$ cat config.mk
export PLATFORM = sky130hd
export DESIGN_NAME = paddle_shift_request_controller
export DESIGN_NICKNAME = d
export VERILOG_FILES = /design/src/rtl/core/pdsr_pkg.sv /design/src/rtl/core/pdsr_cfg_regs.sv /design/src/rtl/core/pdsr_step.sv /design/src/rtl/core/paddle_shift_request_controller.sv
export SDC_FILE = /design/constraint.sdc
export NUM_CORES = 1
export LEC_CHECK = 0
export BUFFER_PORTS_ARGS = -buffer_cell sky130_fd_sc_hd__buf_2
export CAP_MARGIN = 40
export CORE_ASPECT_RATIO = 1.4
export CORE_MARGIN = 2
export CORE_UTILIZATION = 49
export DETAILED_ROUTE_END_ITERATION = 7
export PLACE_DENSITY_LB_ADDON = 0.2
export RECOVER_POWER = 50
export SLEW_MARGIN = 20
export SYNTH_ARGS = -nofsm -noshare
export SYNTH_HDL_FRONTEND = slang
export SYNTH_HIERARCHICAL = 1
export SYNTH_SLANG_ARGS = --single-unit
$ cat constraint.sdc
create_clock -name clk -period 15.8 [get_ports clk]
set_clock_uncertainty 0.1 [all_clocks]
set_input_delay 0 -clock clk [delete_from_list [all_inputs] [get_ports clk]]
set_output_delay 0 -clock clk [all_outputs]
set_load 0.05 [all_outputs]
$ cat src/rtl/core/pdsr_pkg.sv
// pdsr_pkg: shared types and constants of the paddle shift request controller
// beat payload structs, operation codes, tracked state and configuration record
// no dependencies
package pdsr_pkg;

  localparam int unsigned CfgWidth    = 16;
  localparam int unsigned StampWidth  = 32;
  localparam int unsigned CfgIdxWidth = 2;

  localparam logic [CfgWidth-1:0] DebounceReset     = 16'd200;
  localparam logic [CfgWidth-1:0] ToggleDelayReset  = 16'd1000;
  localparam logic [CfgWidth-1:0] CheckIntervalReset = 16'd50;
  localparam logic [CfgWidth-1:0] TimeoutReset      = 16'd500;

  localparam logic [2:0] GEAR_TOP = 3'd3;

  typedef enum logic [1:0] {
    OP_UP_EDGE   = 2'd0,
    OP_DOWN_EDGE = 2'd1,
    OP_SERVICE   = 2'd2,
    OP_NONE      = 2'd3
  } op_t;

  typedef enum logic [CfgIdxWidth-1:0] {
    CFG_DEBOUNCE       = 2'd0,
    CFG_TOGGLE_DELAY   = 2'd1,
    CFG_CHECK_INTERVAL = 2'd2,
    CFG_TIMEOUT        = 2'd3
  } cfg_idx_t;

  typedef struct packed {
    op_t             operation;
    logic [StampWidth-1:0] now_ms;
    logic            up_pin_level;
    logic            down_pin_level;
    logic            in_drive;
    logic [2:0]      current_gear;
  } in_item_t;

  typedef struct packed {
    logic       up_pressed;
    logic       down_pressed;
    logic       shift_mode;
    logic       gear_write;
    logic [2:0] new_gear;
  } out_item_t;

  typedef struct packed {
    logic [CfgWidth-1:0] debounce_ms;
    logic [CfgWidth-1:0] toggle_delay_ms;
    logic [CfgWidth-1:0] check_interval_ms;
    logic [CfgWidth-1:0] request_timeout_ms;
  } cfg_t;

  typedef struct packed {
    logic                  up_request;
    logic                  down_request;
    logic [StampWidth-1:0] up_request_stamp;
    logic [StampWidth-1:0] down_request_stamp;
    logic [StampWidth-1:0] last_shift_stamp;
    logic [StampWidth-1:0] both_held_stamp;
    logic                  toggle_waiting;
    logic [StampWidth-1:0] last_check_stamp;
    logic                  up_state;
    logic                  down_state;
    logic                  mode_bit;
  } track_t;

endpackage

$ cat src/rtl/core/pdsr_cfg_regs.sv
// pdsr_cfg_regs: configuration register file, write only
// depends on pdsr_pkg
module pdsr_cfg_regs import pdsr_pkg::*; (
  input  logic                   clk,
  input  logic                   rst,
  input  logic                   cfg_write,
  input  logic [CfgIdxWidth-1:0] cfg_index,
  input  logic [CfgWidth-1:0]    cfg_data,
  output cfg_t                   cfg
);

  always_ff @(posedge clk) begin
    if (rst) begin
      cfg.debounce_ms        <= DebounceReset;
      cfg.toggle_delay_ms    <= ToggleDelayReset;
      cfg.check_interval_ms  <= CheckIntervalReset;
      cfg.request_timeout_ms <= TimeoutReset;
    end else if (cfg_write) begin
      unique case (cfg_idx_t'(cfg_index))
        CFG_DEBOUNCE:       cfg.debounce_ms        <= cfg_data;
        CFG_TOGGLE_DELAY:   cfg.toggle_delay_ms    <= cfg_data;
        CFG_CHECK_INTERVAL: cfg.check_interval_ms  <= cfg_data;
        CFG_TIMEOUT:        cfg.request_timeout_ms <= cfg_data;
        default: ;
      endcase
    end
  end

endmodule

$ cat src/rtl/core/pdsr_step.sv
// pdsr_step: next tracked state and result for one event, combinational
// depends on pdsr_pkg
module pdsr_step import pdsr_pkg::*; (
  input  in_item_t  item,
  input  track_t    track,
  input  cfg_t      cfg,
  output track_t    track_next,
  output out_item_t result
);

  logic [StampWidth-1:0] since_shift;
  logic [StampWidth-1:0] since_check;
  logic [StampWidth-1:0] up_age;
  logic [StampWidth-1:0] down_age;
  logic [StampWidth-1:0] held_age;
  logic                  edge_ok;
  logic                  check_due;
  logic                  up_low;
  logic                  down_low;

  assign since_shift = item.now_ms - track.last_shift_stamp;
  assign since_check = item.now_ms - track.last_check_stamp;
  assign up_age      = item.now_ms - track.up_request_stamp;
  assign down_age    = item.now_ms - track.down_request_stamp;
  assign held_age    = item.now_ms - track.both_held_stamp;
  assign edge_ok     = since_shift >= {{(StampWidth-CfgWidth){1'b0}}, cfg.debounce_ms};
  assign check_due   = since_check >= {{(StampWidth-CfgWidth){1'b0}}, cfg.check_interval_ms};
  assign up_low      = ~item.up_pin_level;
  assign down_low    = ~item.down_pin_level;

  always_comb begin
    track_next      = track;
    result.gear_write = 1'b0;
    result.new_gear   = item.current_gear;
    case (item.operation)
      OP_UP_EDGE: begin
        if (edge_ok) begin
          if (up_low) begin
            track_next.up_request       = 1'b1;
            track_next.up_request_stamp = item.now_ms;
          end
          track_next.up_state = up_low;
        end
      end
      OP_DOWN_EDGE: begin
        if (edge_ok) begin
          if (down_low) begin
            track_next.down_request       = 1'b1;
            track_next.down_request_stamp = item.now_ms;
          end
          track_next.down_state = down_low;
        end
      end
      OP_SERVICE: begin
        // periodic resync and stale request drop, then request clear outside drive, gear shift or mode toggle
        if (check_due) begin
          track_next.up_state   = up_low;
          track_next.down_state = down_low;
          if (!up_low && track.up_request &&
              up_age > {{(StampWidth-CfgWidth){1'b0}}, cfg.request_timeout_ms}) begin
            track_next.up_request = 1'b0;
          end
          if (!down_low && track.down_request &&
              down_age > {{(StampWidth-CfgWidth){1'b0}}, cfg.request_timeout_ms}) begin
            track_next.down_request = 1'b0;
          end
          track_next.last_check_stamp = item.now_ms;
        end
        if (!item.in_drive) begin
          track_next.up_request     = 1'b0;
          track_next.down_request   = 1'b0;
          track_next.toggle_waiting = 1'b0;
        end else if (track_next.up_request && !track_next.down_request) begin
          if (item.current_gear < GEAR_TOP) begin
            result.gear_write = 1'b1;
            result.new_gear   = item.current_gear + 3'd1;
          end
          track_next.last_shift_stamp = item.now_ms;
          track_next.up_request       = 1'b0;
        end else if (track_next.down_request && !track_next.up_request) begin
          if (item.current_gear >= 3'd1 && item.current_gear <= GEAR_TOP) begin
            result.gear_write = 1'b1;
            result.new_gear   = item.current_gear - 3'd1;
          end
          track_next.last_shift_stamp = item.now_ms;
          track_next.down_request     = 1'b0;
        end else if (track_next.up_request && track_next.down_request) begin
          if (!track.toggle_waiting) begin
            track_next.both_held_stamp = item.now_ms;
            track_next.toggle_waiting  = 1'b1;
          end else if (held_age >= {{(StampWidth-CfgWidth){1'b0}}, cfg.toggle_delay_ms}) begin
            track_next.mode_bit       = ~track.mode_bit;
            track_next.toggle_waiting = 1'b0;
            track_next.up_request     = 1'b0;
            track_next.down_request   = 1'b0;
          end
        end else begin
          track_next.toggle_waiting = 1'b0;
        end
      end
      default: ;
    endcase
    result.up_pressed   = track_next.up_state;
    result.down_pressed = track_next.down_state;
    result.shift_mode   = track_next.mode_bit;
  end

endmodule

$ cat src/rtl/core/paddle_shift_request_controller.sv
// paddle_shift_request_controller: top level, input register, tracked state, result register
// depends on pdsr_pkg, pdsr_cfg_regs, pdsr_step
// an accepted input beat passes the input register and then the result register to reach out_valid
// throughput: one beat per cycle while out_stall is low; the event is resolved combinationally by pdsr_step
// between the input register and the result register, which also updates the state
// reset: synchronous, active high; clears beat valids, tracked state and mode,
// and loads the configuration reset values
module paddle_shift_request_controller import pdsr_pkg::*; (
  input  logic                   clk,
  input  logic                   rst,
  // input channel
  input  logic                   in_valid,
  output logic                   in_stall,
  input  in_item_t               in_data,
  // result channel
  output logic                   out_valid,
  input  logic                   out_stall,
  output out_item_t              out_data,
  // configuration write port
  input  logic                   cfg_write,
  input  logic [CfgIdxWidth-1:0] cfg_index,
  input  logic [CfgWidth-1:0]    cfg_data
);

  cfg_t      cfg;
  track_t    track;
  track_t    track_next;
  out_item_t result;

  // input register stage
  logic      hold_valid;
  in_item_t  hold_data;

  logic      out_free;
  logic      advance;
  logic      take;

  // result register can load when empty or being drained this cycle
  assign out_free = !out_valid || !out_stall;
  // held beat moves into the result register and commits its state update
  assign advance  = hold_valid && out_free;
  // input register is free when empty or emptying
  assign in_stall = hold_valid && !out_free;
  assign take     = in_valid && !in_stall;

  pdsr_cfg_regs u_cfg (
    .clk       (clk),
    .rst       (rst),
    .cfg_write (cfg_write),
    .cfg_index (cfg_index),
    .cfg_data  (cfg_data),
    .cfg       (cfg)
  );

  pdsr_step u_step (
    .item       (hold_data),
    .track      (track),
    .cfg        (cfg),
    .track_next (track_next),
    .result     (result)
  );

  // beat valids
  always_ff @(posedge clk) begin
    if (rst) begin
      hold_valid <= 1'b0;
      out_valid  <= 1'b0;
    end else begin
      if (take) begin
        hold_valid <= 1'b1;
      end else if (advance) begin
        hold_valid <= 1'b0;
      end
      if (advance) begin
        out_valid <= 1'b1;
      end else if (!out_stall) begin
        out_valid <= 1'b0;
      end
    end
  end

  // payload registers, no reset
  always_ff @(posedge clk) begin
    if (take) begin
      hold_data <= in_data;
    end
    if (advance) begin
      out_data <= result;
    end
  end

  // tracked state, updated once per event as it leaves the input register
  always_ff @(posedge clk) begin
    if (rst) begin
      track <= '0;
    end else if (advance) begin
      track <= track_next;
    end
  end

`ifndef ASSERT_OFF
  // a stalled input implies a full, blocked result register
  a_stall_cause: assert property (@(posedge clk) disable iff (rst)
    in_stall |-> (out_valid && out_stall))
    else $error("input stalled without a blocked result");

  // a commanded gear is always a real gear
  a_gear_range: assert property (@(posedge clk) disable iff (rst)
    (out_valid && out_data.gear_write) |-> (out_data.new_gear <= GEAR_TOP))
    else $error("commanded gear out of range");

  // mode only flips when an event commits
  a_mode_commit: assert property (@(posedge clk) disable iff (rst)
    !$stable(track.mode_bit) |-> ($past(advance) || $past(rst)))
    else $error("mode changed without an event");

  // no result beat right after reset
  a_reset_empty: assert property (@(posedge clk)
    (!rst && $past(rst)) |-> !out_valid)
    else $error("result valid after reset");
`endif

endmodule
**Yosys cells after proc, flatten, opt, wreduce, memory -nomap -nowiden**

Index checks and enable logic that the tools add are counted.
W data, S select, Z words.

- Register bits: 279
- Word-level logic and storage cells: 146

- Bitwise gates (word level): 6
- Reduce and logical (&&, ||, !) cells: 37
- Magnitude comparators: 8
- Multiplexer cells: 48
- $add $sub $neg: 7
- Equal/unequal tests: 12

Operator list:

| kind | count |
|---|---|
| $sub A32 B32 Y32 | 5 |
| $ge A32 B16 Y1 | 3 |
| $gt A32 B16 Y1 | 2 |
| $mux W32 | 2 |
| $mux W1 | 29 |
| $reduce_and A4 Y1 | 6 |
| $mux W4 | 4 |
| $mux W2 | 7 |
| $logic_and A1 B1 Y1 | 11 |
| $reduce_and A2 Y1 | 5 |
| $ne A2 B2 Y1 const B | 4 |
| $pmux W1 S2 | 4 |
| $reduce_bool A2 Y1 | 4 |
| $reduce_and A7 Y1 | 1 |
| $eq A2 B2 Y1 const B | 3 |
| $logic_not A1 Y1 | 6 |
| $mux W3 | 2 |
| $ne A2 B1 Y1 const B | 3 |
| $not A1 Y1 | 6 |
| $eq A2 B1 Y1 const B | 2 |
| $logic_not A2 Y1 | 2 |
| $add A3 B1 Y3 const B | 1 |
| $ge A3 B1 Y1 const B | 1 |
| $le A3 B2 Y1 const B | 1 |
| other kinds (4) | 4 |

**Logic depth before layout (Yosys ltp)**

Gate-level depths: netlist (run 1).

- Depth in word-level cells: 13
- Mapped depth: 26

**Cells and area by module**

The synthesis (run 1) kept the hierarchy.

Modules (own cells, without submodules):

| module | times used | cells an instance | area an instance (um^2) | seq. area each (um^2) |
|---|---|---|---|---|
| pdsr_step | 1 | 2,020 | 13,749.4 | 0.0 |
| paddle_shift_request_controller | 1 | 777 | 8,946.1 | 4,774.6 |
| pdsr_cfg_regs | 1 | 241 | 2,556.2 | 1,281.2 |

**Least setup slack after synthesis (run 1)**

OpenSTA, ideal clock, no wires.

- Path kind: register to register
- Start: register hold_data[7] (netlist name)
- End: register track[90] (netlist name)
- Buffers on the path: 1
- Arrival: 5.404 ns
- Library setup time: 0.119 ns
- Data required time: 15.581 ns
- Cell stages (with the launch flop): 25
- Setup slack: 10.177 ns
- Cell sequence: edfxtp_1 -> ha_1 -> nor2b_1 -> o2111a_1 -> o31a_1 -> or2_2 -> a31oi_1 -> o21bai_1 -> a21oi_1 -> xnor2_1 -> ha_1 -> nand4_1 -> or3_1 -> nor2_1 -> o2111ai_1 -> a2111oi_0 -> nand4_1 -> nor4_1 -> nor2_1 -> or2_4 -> a21oi_4 -> buf_6 -> mux2_1 -> nand2b_1 -> mux2i_1

- Longest elaborated chain between the ends: 10
- Elaborated cells on any way between the ends: 19

Ends and longest elaborated chain:

| item | line | text |
|---|---|---|
| from (decl) | paddle_shift_request_controller.sv:32 | `in_item_t hold_data;` |
| from (signal assigned) | paddle_shift_request_controller.sv:85 | `hold_data <= in_data;` |
| $sub A32 B32 Y32 (on tied branches) | pdsr_step.sv:23, pdsr_step.sv:24 |  |
| $gt A32 B16 Y1 (on tied branches) | pdsr_step.sv:60, pdsr_step.sv:64 |  |
| $logic_and A1 B1 Y1 (on tied branches) | pdsr_step.sv:59, pdsr_step.sv:63 |  |
| $mux W1 (on tied branches) | pdsr_step.sv:59, pdsr_step.sv:63 |  |
| $mux W2 * | pdsr_step.sv:56 | `if (check_due) begin` |
| $mux W2 * | pdsr_step.sv:35 | `case (item.operation)` |
| $logic_not A1 Y1 (on tied branches) | pdsr_step.sv:80, pdsr_step.sv:73 |  |
| $logic_and A1 B1 Y1 (on tied branches) | pdsr_step.sv:80, pdsr_step.sv:73 |  |
| $reduce_bool A2 Y1 (no source line) | - |  |
| $reduce_and A4 Y1 (no source line) | - |  |

Every way passes the cells marked *; elsewhere a longest branch is shown, timed or not. The select of a mux whose other input is x is not followed.
A chain may end at the register's enable or synchronous reset.

**Worst setup path in the final report (run 1)**

- Start: register hold_data[7] (netlist name)
- End: register track[66] (netlist name)

- Longest elaborated chain between the ends: 10
- Elaborated cells on any way between the ends: 20

Ends and longest elaborated chain:

| item | line |
|---|---|
| $sub A32 B32 Y32 (on tied branches) | pdsr_step.sv:24, pdsr_step.sv:23 |
| $gt A32 B16 Y1 (on tied branches) | pdsr_step.sv:64, pdsr_step.sv:60 |
| $logic_and A1 B1 Y1 (on tied branches) | pdsr_step.sv:63, pdsr_step.sv:59 |
| $mux W1 (on tied branches) | pdsr_step.sv:63, pdsr_step.sv:59 |
| $mux W2 * | pdsr_step.sv:56 |
| $mux W2 * | pdsr_step.sv:35 |
| $logic_not A1 Y1 (on tied branches) | pdsr_step.sv:73, pdsr_step.sv:80 |
| $logic_and A1 B1 Y1 (on tied branches) | pdsr_step.sv:73, pdsr_step.sv:80 |
| $not A1 Y1 (no source line) | - |
| $reduce_and A7 Y1 (no source line) * | - |

Marks and branches as above.

==> results of run 1 <==
[synth_stat cells (8+ instances only)]
cell type and number:
buf_2 22, inv_1 266, o2111ai_1 10, nand2_1 166, o2111a_1 8, ha_1 242
o22ai_1 10, and3_1 25, a211o_1 8, nor2b_1 20, nor4_1 13, o21ai_0 160
nor3_1 44, or3_1 10, nand4_1 43, xnor2_1 70, a21oi_1 170, mux2_2 39
and4_1 13, a21boi_0 8, a2111oi_0 10, nand3_1 44, o211ai_1 20, dfxtp_1 232
buf_8 14, nor2_1 147, mux2_1 62, nand2b_1 413, clkbuf_1 90, mux2i_1 238
edfxtp_1 47, a31oi_1 24, o21bai_1 16, o21a_1 27, a211oi_1 37, o31ai_1 8
xor2_1 39, a21o_1 64, and2_1 18
[cell families (layout without fill, tap and decap cells)]
logic type	after synthesis	count (layout)
XOR/XNOR	109	109
adder cells (fa/ha/maj)	247	247
flip-flops	279	279
multiplexers	339	339
AND/OR/NAND/NOR	990	990
other	0	1
buffers and inverters	404	533
AO/OA/AOI/OAI	670	670
[registers in the layout, indices dropped and copies added, names as in the netlist]
signal and count:
out_data 7, out_valid 1, hold_data 40, track 166, hold_valid 1, u_cfg/cfg 64
[final cells by class]
class	count	area [um^2]
Tap cell	650	813.3
Timing Repair Buffer	211	1669
Clock inverter	19	291.5
Inverter	266	998.5
Sequential cell	279	6056
Multi-Input combinational cell	2355	17460
Fill cell	4650	22900
Antenna cell	1	2.502
Clock buffer	37	818.3
[worst max-delay path by stage]
stage | startpoint | end | slack [ps]
finish | hold_data[7] | track[66] | 8610
floorplan | hold_data[7] | track[90] | 10180
CTS | hold_data[12] | track[70] | 8670
global route | rst | u_cfg/cfg[35] | 7730
detailed placement | hold_data[12] | track[70] | 8720
global placement | hold_data[7] | track[36] | 8840
[report_power, final]
group          switching (mW)  total, mW  internal (mW)
clock                   0.327      0.811          0.484
combinational           0.303      0.522          0.219
sequential             0.0189      0.760          0.741
total                   0.649       2.09           1.44
[layer usage]
| metal | global-route usage | wire length (um) | vias to the layer above |
|---|---|---|---|
| li1 | - | - | 10960 |
| met1 | 0.3156 | 30230 | 10540 |
| met2 | 0.5294 | 38810 | 586 |
| met3 | 0.02740 | 3177 | 222 |
| met4 | 0.1892 | 5992 | 0 |
| met5 | 0 | 0 | - |
[critical path, cell delays in order, from the launching register on]
cell	delay (ps)
edfxtp_1	670
inv_1	290
fa_1	480
nand2b_1	200
a21oi_1	230
o21ai_0	290
a21oi_1	310
a31oi_1	160
xnor2_1	220
ha_1	330
and3_1	180
nand4_1	170
or4_1	630
a211oi_1	240
and4_1	220
nand4_1	120
o31ai_2	580
o21ai_1	330
nor3_4	180
buf_4	490
mux2_1	380
nand2b_1	80
mux2i_1	60
[through the flow]
step,setup slack [ps],cell area [um^2]
2_1_floorplan,10180,25250
3_3_place_gp,8838,25950
3_5_place_dp,8723,26110
4_1_cts,8673,28230
5_1_grt,7726,28100
6_report,8610,28110
[timing repair]
item | 4_1_cts | 5_1_grt
hold buffers | 101 | 0
hold endpoints to repair | 145 | 0
endpoints found under the setup margin | 0 | 0
==> impl_metrics.csv, run 1 <==
group,metric,value,unit
sta,hold_viol,0,
sta,timing.hold.ws,28.65,ps
global_route,grtUsageTotal,0.2883,
setup_path,arrival,7470,ps
power,finalPower,2.093,mW
yosys,ys_warn_count,6,
setup_path,reg2regPathDepth,22,
clock_tree,cts_tree,"done",
sta,fmax,139.1,MHz
sta,slew_viol_final,379,
finish,nets,3454,
die,die_y,272.6,um
status,status,"finished with violations",
global_route,grt_max_degree,131,
yosys,synth_compound_area_frac,0.1753,
clock_tree,cts_resized,0,
setup_path,r2r-start,"hold_data[7]",
die,initial_core_util,0.4950,
placed_design,place_inst,3660,
power,vdd_drop_max,0.09469,mV
drt,drtIter0Drc,1380,
yosys,yosys.area_share.adder,0.1239,
clock_tree,htree_levels,1,
drt,vias,22310,
clock_tree,cts_setup_buffers,0,
sta,tns,0,ps
setup_path,required,16080,ps
drt,wirelength,78.21,mm
finish,drive_above_1_share,0.06726,
clock_tree,clockRootBuffer,"clkbuf_16",
yosys,ys_types,91,
global_route,grt_pass1_vias,22150,
yosys,syn-mean-instance-area,8.312,um^2
yosys,synth_mux_area_frac,0.1394,
die,row_count,98,
global_route,antenna_found_initial,2,
die,fp.dieArea,0.05339,mm^2
status,failed_checks,"capacitance limit, slew limit",
sta,max-slew-margin-rel,-1.671,
setup_path,crit_type,"reg -> reg",
global_route,grt_remaining_overflow,0,
yosys,synthArstFlopShare,0,
yosys,ys.flop_type,"dfxtp_1",
setup_path,endpoint_kind,"register",
min_path,worst_hold_path.endpoint,"hold_data[17]",
sta,final.min_clock_period,7190,ps
drt,postRouteAntennaNets,0,
die,pin_count,72,
power,power.density,74.47,mW/mm^2
finish,utilization,0.5510,
finish,final_common_cell,"nand2b_1",
yosys,ys_ff_latch,279,
placed_design,numPortBuffers,71,
sta,setup_viol,0,
yosys,synthXorXnorAreaFrac,0.03781,
clock_tree,clk_path_buf_depth,3,
min_path,min_path_type,"in -> reg",
min_path,holdPathStages,2,
flow_run,maxCapViolations,6,
finish,stdcell_count,3818,
clock_tree,cts_buffers,31,
die,core_area,0.05101,mm^2
drt,wl_per_cell,20.49,um
clock_tree,path_clk_slew,60,ps
yosys,yosys.area.top_type,"dfxtp_1",
yosys,synth_area_leaders,"dfxtp_1 (18%), ha_1 (12%), nand2b_1 (10%), mux2i_1 (9.4%), edfxtp_1 (5.6%)",
drt,drc_errors,0,
drt,via_per_inst,5.842,
yosys,yosysSeqAreaShare,0.2398,
clock_tree,cts_sinks,279,
finish,syn2layout_area_growth,11.31,%
sta,rsz0062_at_grt,"no",
yosys,synthCells,3038,
placed_design,gp_congestion,0.9568,
drt,first_pass_iters,6,
yosys,syn_area,0.02525,mm^2
clock_tree,clk_latency,600,ps
setup_path,r2r_slack,8610,ps
global_route,grt_first_pass_wirelength,121.2,mm
setup_path,crit_fanout,32,
setup_path,worstReg2RegEnd,"track[66]",
min_path,min_from,"in_data[17]",
yosys,synth_edf_count,47,
finish,final_cell_mix,"nand2b_1 (413), inv_1 (266), ha_1 (242)",
yosys,synthesis.nets,3348,
setup_path,start_kind,"register",
sta,max_slew.worst_pin.slew,4006,ps
sta,fin_crit_sh,0.4551,
die,chipWidth,195.9,um
power,p_leak,10.95,nW
placed_design,hpwl,57.87,mm
yosys,synth_top_area_share,0.1839,
yosys,synthSimpleGateAreaFrac,0.2138,
yosys,synth_top_family_by_area,"simple AND/OR/NAND/NOR gates",
Note: power is estimated with default switching activity, not from simulation.
==> run 2, diff against run 1 <==
==> constraint.sdc (replaced) <==
create_clock -name clk -period 7.4 [get_ports clk]
set_clock_uncertainty 0.1 [all_clocks]
set_input_delay 0 -clock clk [delete_from_list [all_inputs] [get_ports clk]]
set_output_delay 0 -clock clk [all_outputs]
set_load 0.05 [all_outputs]
==> impl_metrics.csv, run 2 (same netlist as run 1, synthesis figures left out) <==
group,metric,value,unit
status,status,"finished with violations",
status,failed_checks,"capacitance limit, slew limit",
power,p_leak,10.92,nW
clock_tree,cts_sinks,279,
clock_tree,cts_buffers,34,
clock_tree,clk_path_buf_depth,3,
die,chipWidth,195.9,um
global_route,globalRouteMet2Util,0.5390,
setup_path,crit_fanout,32,
global_route,grt_first_pass_wirelength,122.0,mm
setup_path,cp_cell_sequence,"ha_1, nor2b_1, o31a_1, or2_2, a31oi_1, o21bai_1, a21oi_1, xnor2_1, ha_1, nand4_1, or3_1, a21oi_1, nor4_1, o2111ai_1, a2111oi_0, nand4_1, nor4_2, nor2_1, or2_4, a21oi_4, buf_12, mux2_1, nand2b_1, mux2i_1",
global_route,grt.met3_usage,0.02394,
sta,fin_crit_sh,0.9282,
flow_run,maxCapViolations,5,
power,finalPower,4.527,mW
global_route,top_usage_layer,"met2",
global_route,met1_usage,0.3161,
drt,wirelength,78.44,mm
drt,first_pass_iters,5,
setup_path,start_kind,"register",
drt,wl_per_cell,20.65,um
finish,largest_register_ff_count,166,
setup_path,crit_buf_inv,1,
finish,reg_top3,"track (166), u_cfg/cfg (64), hold_data (40)",
clock_tree,path_clk_slew,60,ps
die,die_y,272.6,um
finish,final_common_cell,"nand2b_1",
drt,via_per_inst,5.877,
finish,multi_input_area,0.01746,mm^2
setup_path,cp_slowest_cell,"edfxtp_1",
clock_tree,htree_levels,2,
finish,final_cell_mix,"nand2b_1 (413), inv_1 (266), ha_1 (242)",
drt,drc_errors,0,
setup_path,endpoint_kind,"register",
finish,fill_cells,4690,
clock_tree,clockRootBuffer,"clkbuf_16",
global_route,grt_remaining_overflow,0,
drt,postRouteAntennaNets,0,
finish,diodes,0,
die,row_count,98,
die,core_area,0.05101,mm^2
die,initial_core_util,0.4950,
sta,fmax,145.6,MHz
sta,final.min_clock_period,6869,ps
sta,hold_viol,0,
sta,tns,0,ps
setup_path,crit_type,"reg -> reg",
drt,drtIter0Drc,1355,
min_path,min_path_type,"in -> reg",
sta,max_slew.worst_pin.slew,4142,ps
placed_design,numPortBuffers,71,
placed_design,hpwl,57.94,mm
finish,syn2layout_area_growth,10.80,%
global_route,grt_max_degree,198,
drt,vias,22320,
die,fp.dieArea,0.05339,mm^2
placed_design,dp_slack,63.51,ps
power,vdd_drop_max,0.1893,mV
sta,setup_ws,531.4,ps
die,pin_count,72,
sta,setup_viol,0,
global_route,grt_pass1_vias,22600,
placed_design,gp_congestion,0.9173,
clock_tree,clk_latency,550,ps
finish,nets,3434,
setup_path,arrival,7140,ps
global_route,grtUsageTotal,0.2902,
finish,drive_above_1_share,0.07338,
power,power.density,161.8,mW/mm^2
sta,rsz0062_at_grt,"no",
finish,top_register,"track",
setup_path,slowest_delay,750,ps
setup_path,required,7670,ps
sta,max-slew-margin-rel,-1.761,
global_route,antenna_found_initial,1,
setup_path,crit_family,"simple AND/OR/NAND/NOR gates",
finish,stdcell_count,3798,
clock_tree,cts_tree,"done",
finish,seqCellArea,0.006056,mm^2
placed_design,place_inst,3661,
sta,slew_viol_final,350,
-- run 2: cell count changes in the layout (fill, tap and decap cells not counted), moves of 2 or more --
cell           previous run  this run
bufinv_16                 7         5
buf_2                    53        55
clkbuf_16                31        35
clkinv_4                  3         1
clkbuf_1                 29        25
buf_4                    26        34
dlygate4sd3_1           101        67
buf_12                    0         3
buf_6                     0         2
-- run 2: layout make-up --
cell class | count | area share
multi-input cells | 2355 | 0.6240
flip-flops and latches | 279 | 0.2164
repair buffers | 188 | 0.05290
inverters | 266 | 0.03569
clock buffers | 43 | 0.03345
well taps | 650 | 0.02907
clock inverters | 17 | 0.008497
-- run 2: metrics by stage --
stage	util	hold slack, ps	instance area, um^2
2_1_floorplan	-	-1.131	25250
3_3_place_gp	0.5097	76.90	26000
3_5_place_dp	0.5123	78.10	26130
4_1_cts	0.5483	59.02	27970
5_1_grt	0.5485	74.57	27980
6_report	0.5485	80.09	27980
-- run 2: final timing paths --
check                                   start            end  slack, ps  cells after the start
worst max register to register  hold_data[10]      track[85]        530                     24
worst min register to register     track[122]     track[122]        370                      2
worst max-delay path            hold_data[10]      track[85]        530                     24
worst min-delay path              in_data[29]  hold_data[29]         80                      2
-- run 2: timing repair --
item	CTS	global route
hold endpoints to repair	123	16
gates resized for setup	0	1
buffers inserted	0	6
hold buffers	66	1
endpoints found under the setup margin	0	61
-- run 2: metal layers --
metal	wire [um]	vias to the layer above
li1	-	10930
met3	2719	212
met1	30460	10640
met4	5780	0
met5	0	-
met2	39490	539
-- run 2: where the power goes --
| group | total (mW) | switching (mW) | internal, mW |
|---|---|---|---|
| combinational | 1.10 | 0.637 | 0.463 |
| sequential | 1.64 | 0.0542 | 1.58 |
| clock | 1.79 | 0.712 | 1.08 |
-- run 2: worst reg2reg max path, cell delays in order (launching register included) --
cell	delay [ps]
edfxtp_1	750
ha_1	420
nor2b_1	170
o31a_1	360
or2_2	320
a31oi_1	320
o21bai_1	100
a21oi_1	180
xnor2_1	130
ha_1	260
nand4_1	170
or3_1	160
a21oi_1	70
nor4_1	500
o2111ai_1	200
a2111oi_0	400
nand4_1	160
nor4_2	410
nor2_1	180
or2_4	320
a21oi_4	200
buf_12	240
mux2_1	390
nand2b_1	80
mux2i_1	90
==> run 3, diff against run 2 <==
--- a/config.mk
+++ b/config.mk
@@ -9,7 +9,7 @@
 export CAP_MARGIN = 40
 export CORE_ASPECT_RATIO = 1.4
 export CORE_MARGIN = 2
-export CORE_UTILIZATION = 49
+export CORE_UTILIZATION = 65
 export DETAILED_ROUTE_END_ITERATION = 7
 export PLACE_DENSITY_LB_ADDON = 0.2
 export RECOVER_POWER = 50
==> impl_metrics.csv, run 3 (same netlist as run 1, synthesis figures left out) <==
group,metric,value,unit
sta,timing.hold.ws,28.72,ps
placed_design,placed_area,0.02601,mm^2
clock_tree,clockRootBuffer,"clkbuf_16",
sta,rsz0062_at_grt,"no",
setup_path,start_kind,"register",
die,pin_count,72,
clock_tree,htree_levels,1,
clock_tree,cts_tree,"done",
drt,first_pass_iters,6,
power,finalPower,4.310,mW
drt,wirelength,79.58,mm
finish,final_common_cell,"nand2b_1",
placed_design,numPortBuffers,71,
setup_path,endpoint_kind,"register",
finish,syn2layout_area_growth,9.305,%
drt,via_per_inst,6.333,
placed_design,gp_congestion,0.9816,
sta,fmax,140.9,MHz
finish,final_cell_mix,"nand2b_1 (413), inv_1 (266), ha_1 (242)",
die,core_area,0.03839,mm^2
setup_path,crit_top_cell,"a21oi_1",
sta,slew_viol_final,296,
min_path,min_path_type,"in -> reg",
sta,final.min_clock_period,7099,ps
setup_path,slowest_delay,630,ps
finish,nets,3430,
finish,fill_cells,3017,
drt,drc_errors,0,
finish,reg_top3,"track (166), u_cfg/cfg (64), hold_data (40)",
power,power.density,156.2,mW/mm^2
clock_tree,cts_sinks,279,
drt,drtIter0Drc,1782,
die,chipWidth,170.6,um
global_route,grt_first_pass_wirelength,121.6,mm
drt,vias,23210,
placed_design,dp_slack,676.6,ps
finish,drive_above_1_share,0.07097,
global_route,grt_pass1_vias,23240,
sta,max-slew-margin-rel,-2.037,
global_route,grt_remaining_overflow,0,
status,failed_checks,"capacitance limit, slew limit",
sta,fin_crit_sh,0.9594,
status,status,"finished with violations",
finish,stdcell_area,0.02760,mm^2
finish,multi_input_area,0.01745,mm^2
setup_path,crit_type,"reg -> reg",
die,fp.dieArea,0.04046,mm^2
setup_path,crit_fanout,32,
finish,seqCellArea,0.006056,mm^2
global_route,grtUsageTotal,0.3837,
power,vdd_drop_max,0.2544,mV
clock_tree,clk_path_buf_depth,3,
sta,tns,0,ps
setup_path,required,7680,ps
setup_path,crit_buf_inv,2,
drt,wl_per_cell,21.71,um
sta,setup_ws,300.8,ps
global_route,antenna_found_initial,4,
placed_design,hpwl,58.17,mm
setup_path,cp_slowest_cell,"edfxtp_1",
clock_tree,cts_buffers,29,
sta,max_slew.worst_pin.slew,4555,ps
sta,setup_viol,0,
flow_run,maxCapViolations,6,
global_route,grt_max_degree,140,
power,p_leak,10.82,nW
setup_path,arrival,7380,ps
die,row_count,85,
clock_tree,path_clk_slew,60,ps
clock_tree,cts_setup_buffers,0,
drt,postRouteAntennaNets,0,
clock_tree,clk_latency,590,ps
die,initial_core_util,0.6577,
setup_path,crit_family,"simple AND/OR/NAND/NOR gates",
sta,hold_viol,0,
die,die_y,237.2,um
finish,largest_register_ff_count,166,
finish,top_register,"track",
run 3: what timing repair did:
action / in CTS / in global routing
gates resized for setup: 0 / 0
hold buffers: 70 / 0
endpoints found under the setup margin: 0 / 0
hold endpoints to repair: 148 / 0
run 3: worst paths after layout:
| path | slack (ps) | depth (start not counted) | endpoint | startpoint |
|---|---|---|---|---|
| worst max register to register | 300 | 26 | track[90] | hold_data[9] |
| worst min register to register | 370 | 2 | track[20] | track[20] |
| worst max-delay path | 300 | 26 | track[90] | hold_data[9] |
| worst min-delay path | 30 | 2 | hold_data[20] | in_data[20] |
run 3: metal layers:
layer | wire [um] | GRT usage | part of all wire
met3 | 5027 | 0.05861 | 0.063
met5 | 24 | 0 | 0.00030
met4 | 6620 | 0.2745 | 0.083
met1 | 28880 | 0.4033 | 0.36
met2 | 39020 | 0.6901 | 0.49
run 3: per-stage QoR:
step	util	instances
finish	0.7189	3665
floorplan	-	3038
global placement	0.6746	3535
detailed placement	0.6776	3540
global route	0.7189	3664
CTS	0.7217	3663
run 3: power by group:
part / total [mW] / switching [mW] / internal (mW)
clock: 1.56 / 0.666 / 0.895
combinational: 1.12 / 0.657 / 0.462
sequential: 1.63 / 0.0468 / 1.58
run 3: cell type report:
| class | count | share of cell area |
|---|---|---|
| well taps | 522 | 0.02366 |
| clock inverters | 15 | 0.005938 |
| repair buffers | 189 | 0.05231 |
| diodes | 1 | 0.00009066 |
| flip-flops and latches | 279 | 0.2194 |
| clock buffers | 38 | 0.03010 |
| multi-input cells | 2355 | 0.6323 |
| inverters | 266 | 0.03617 |
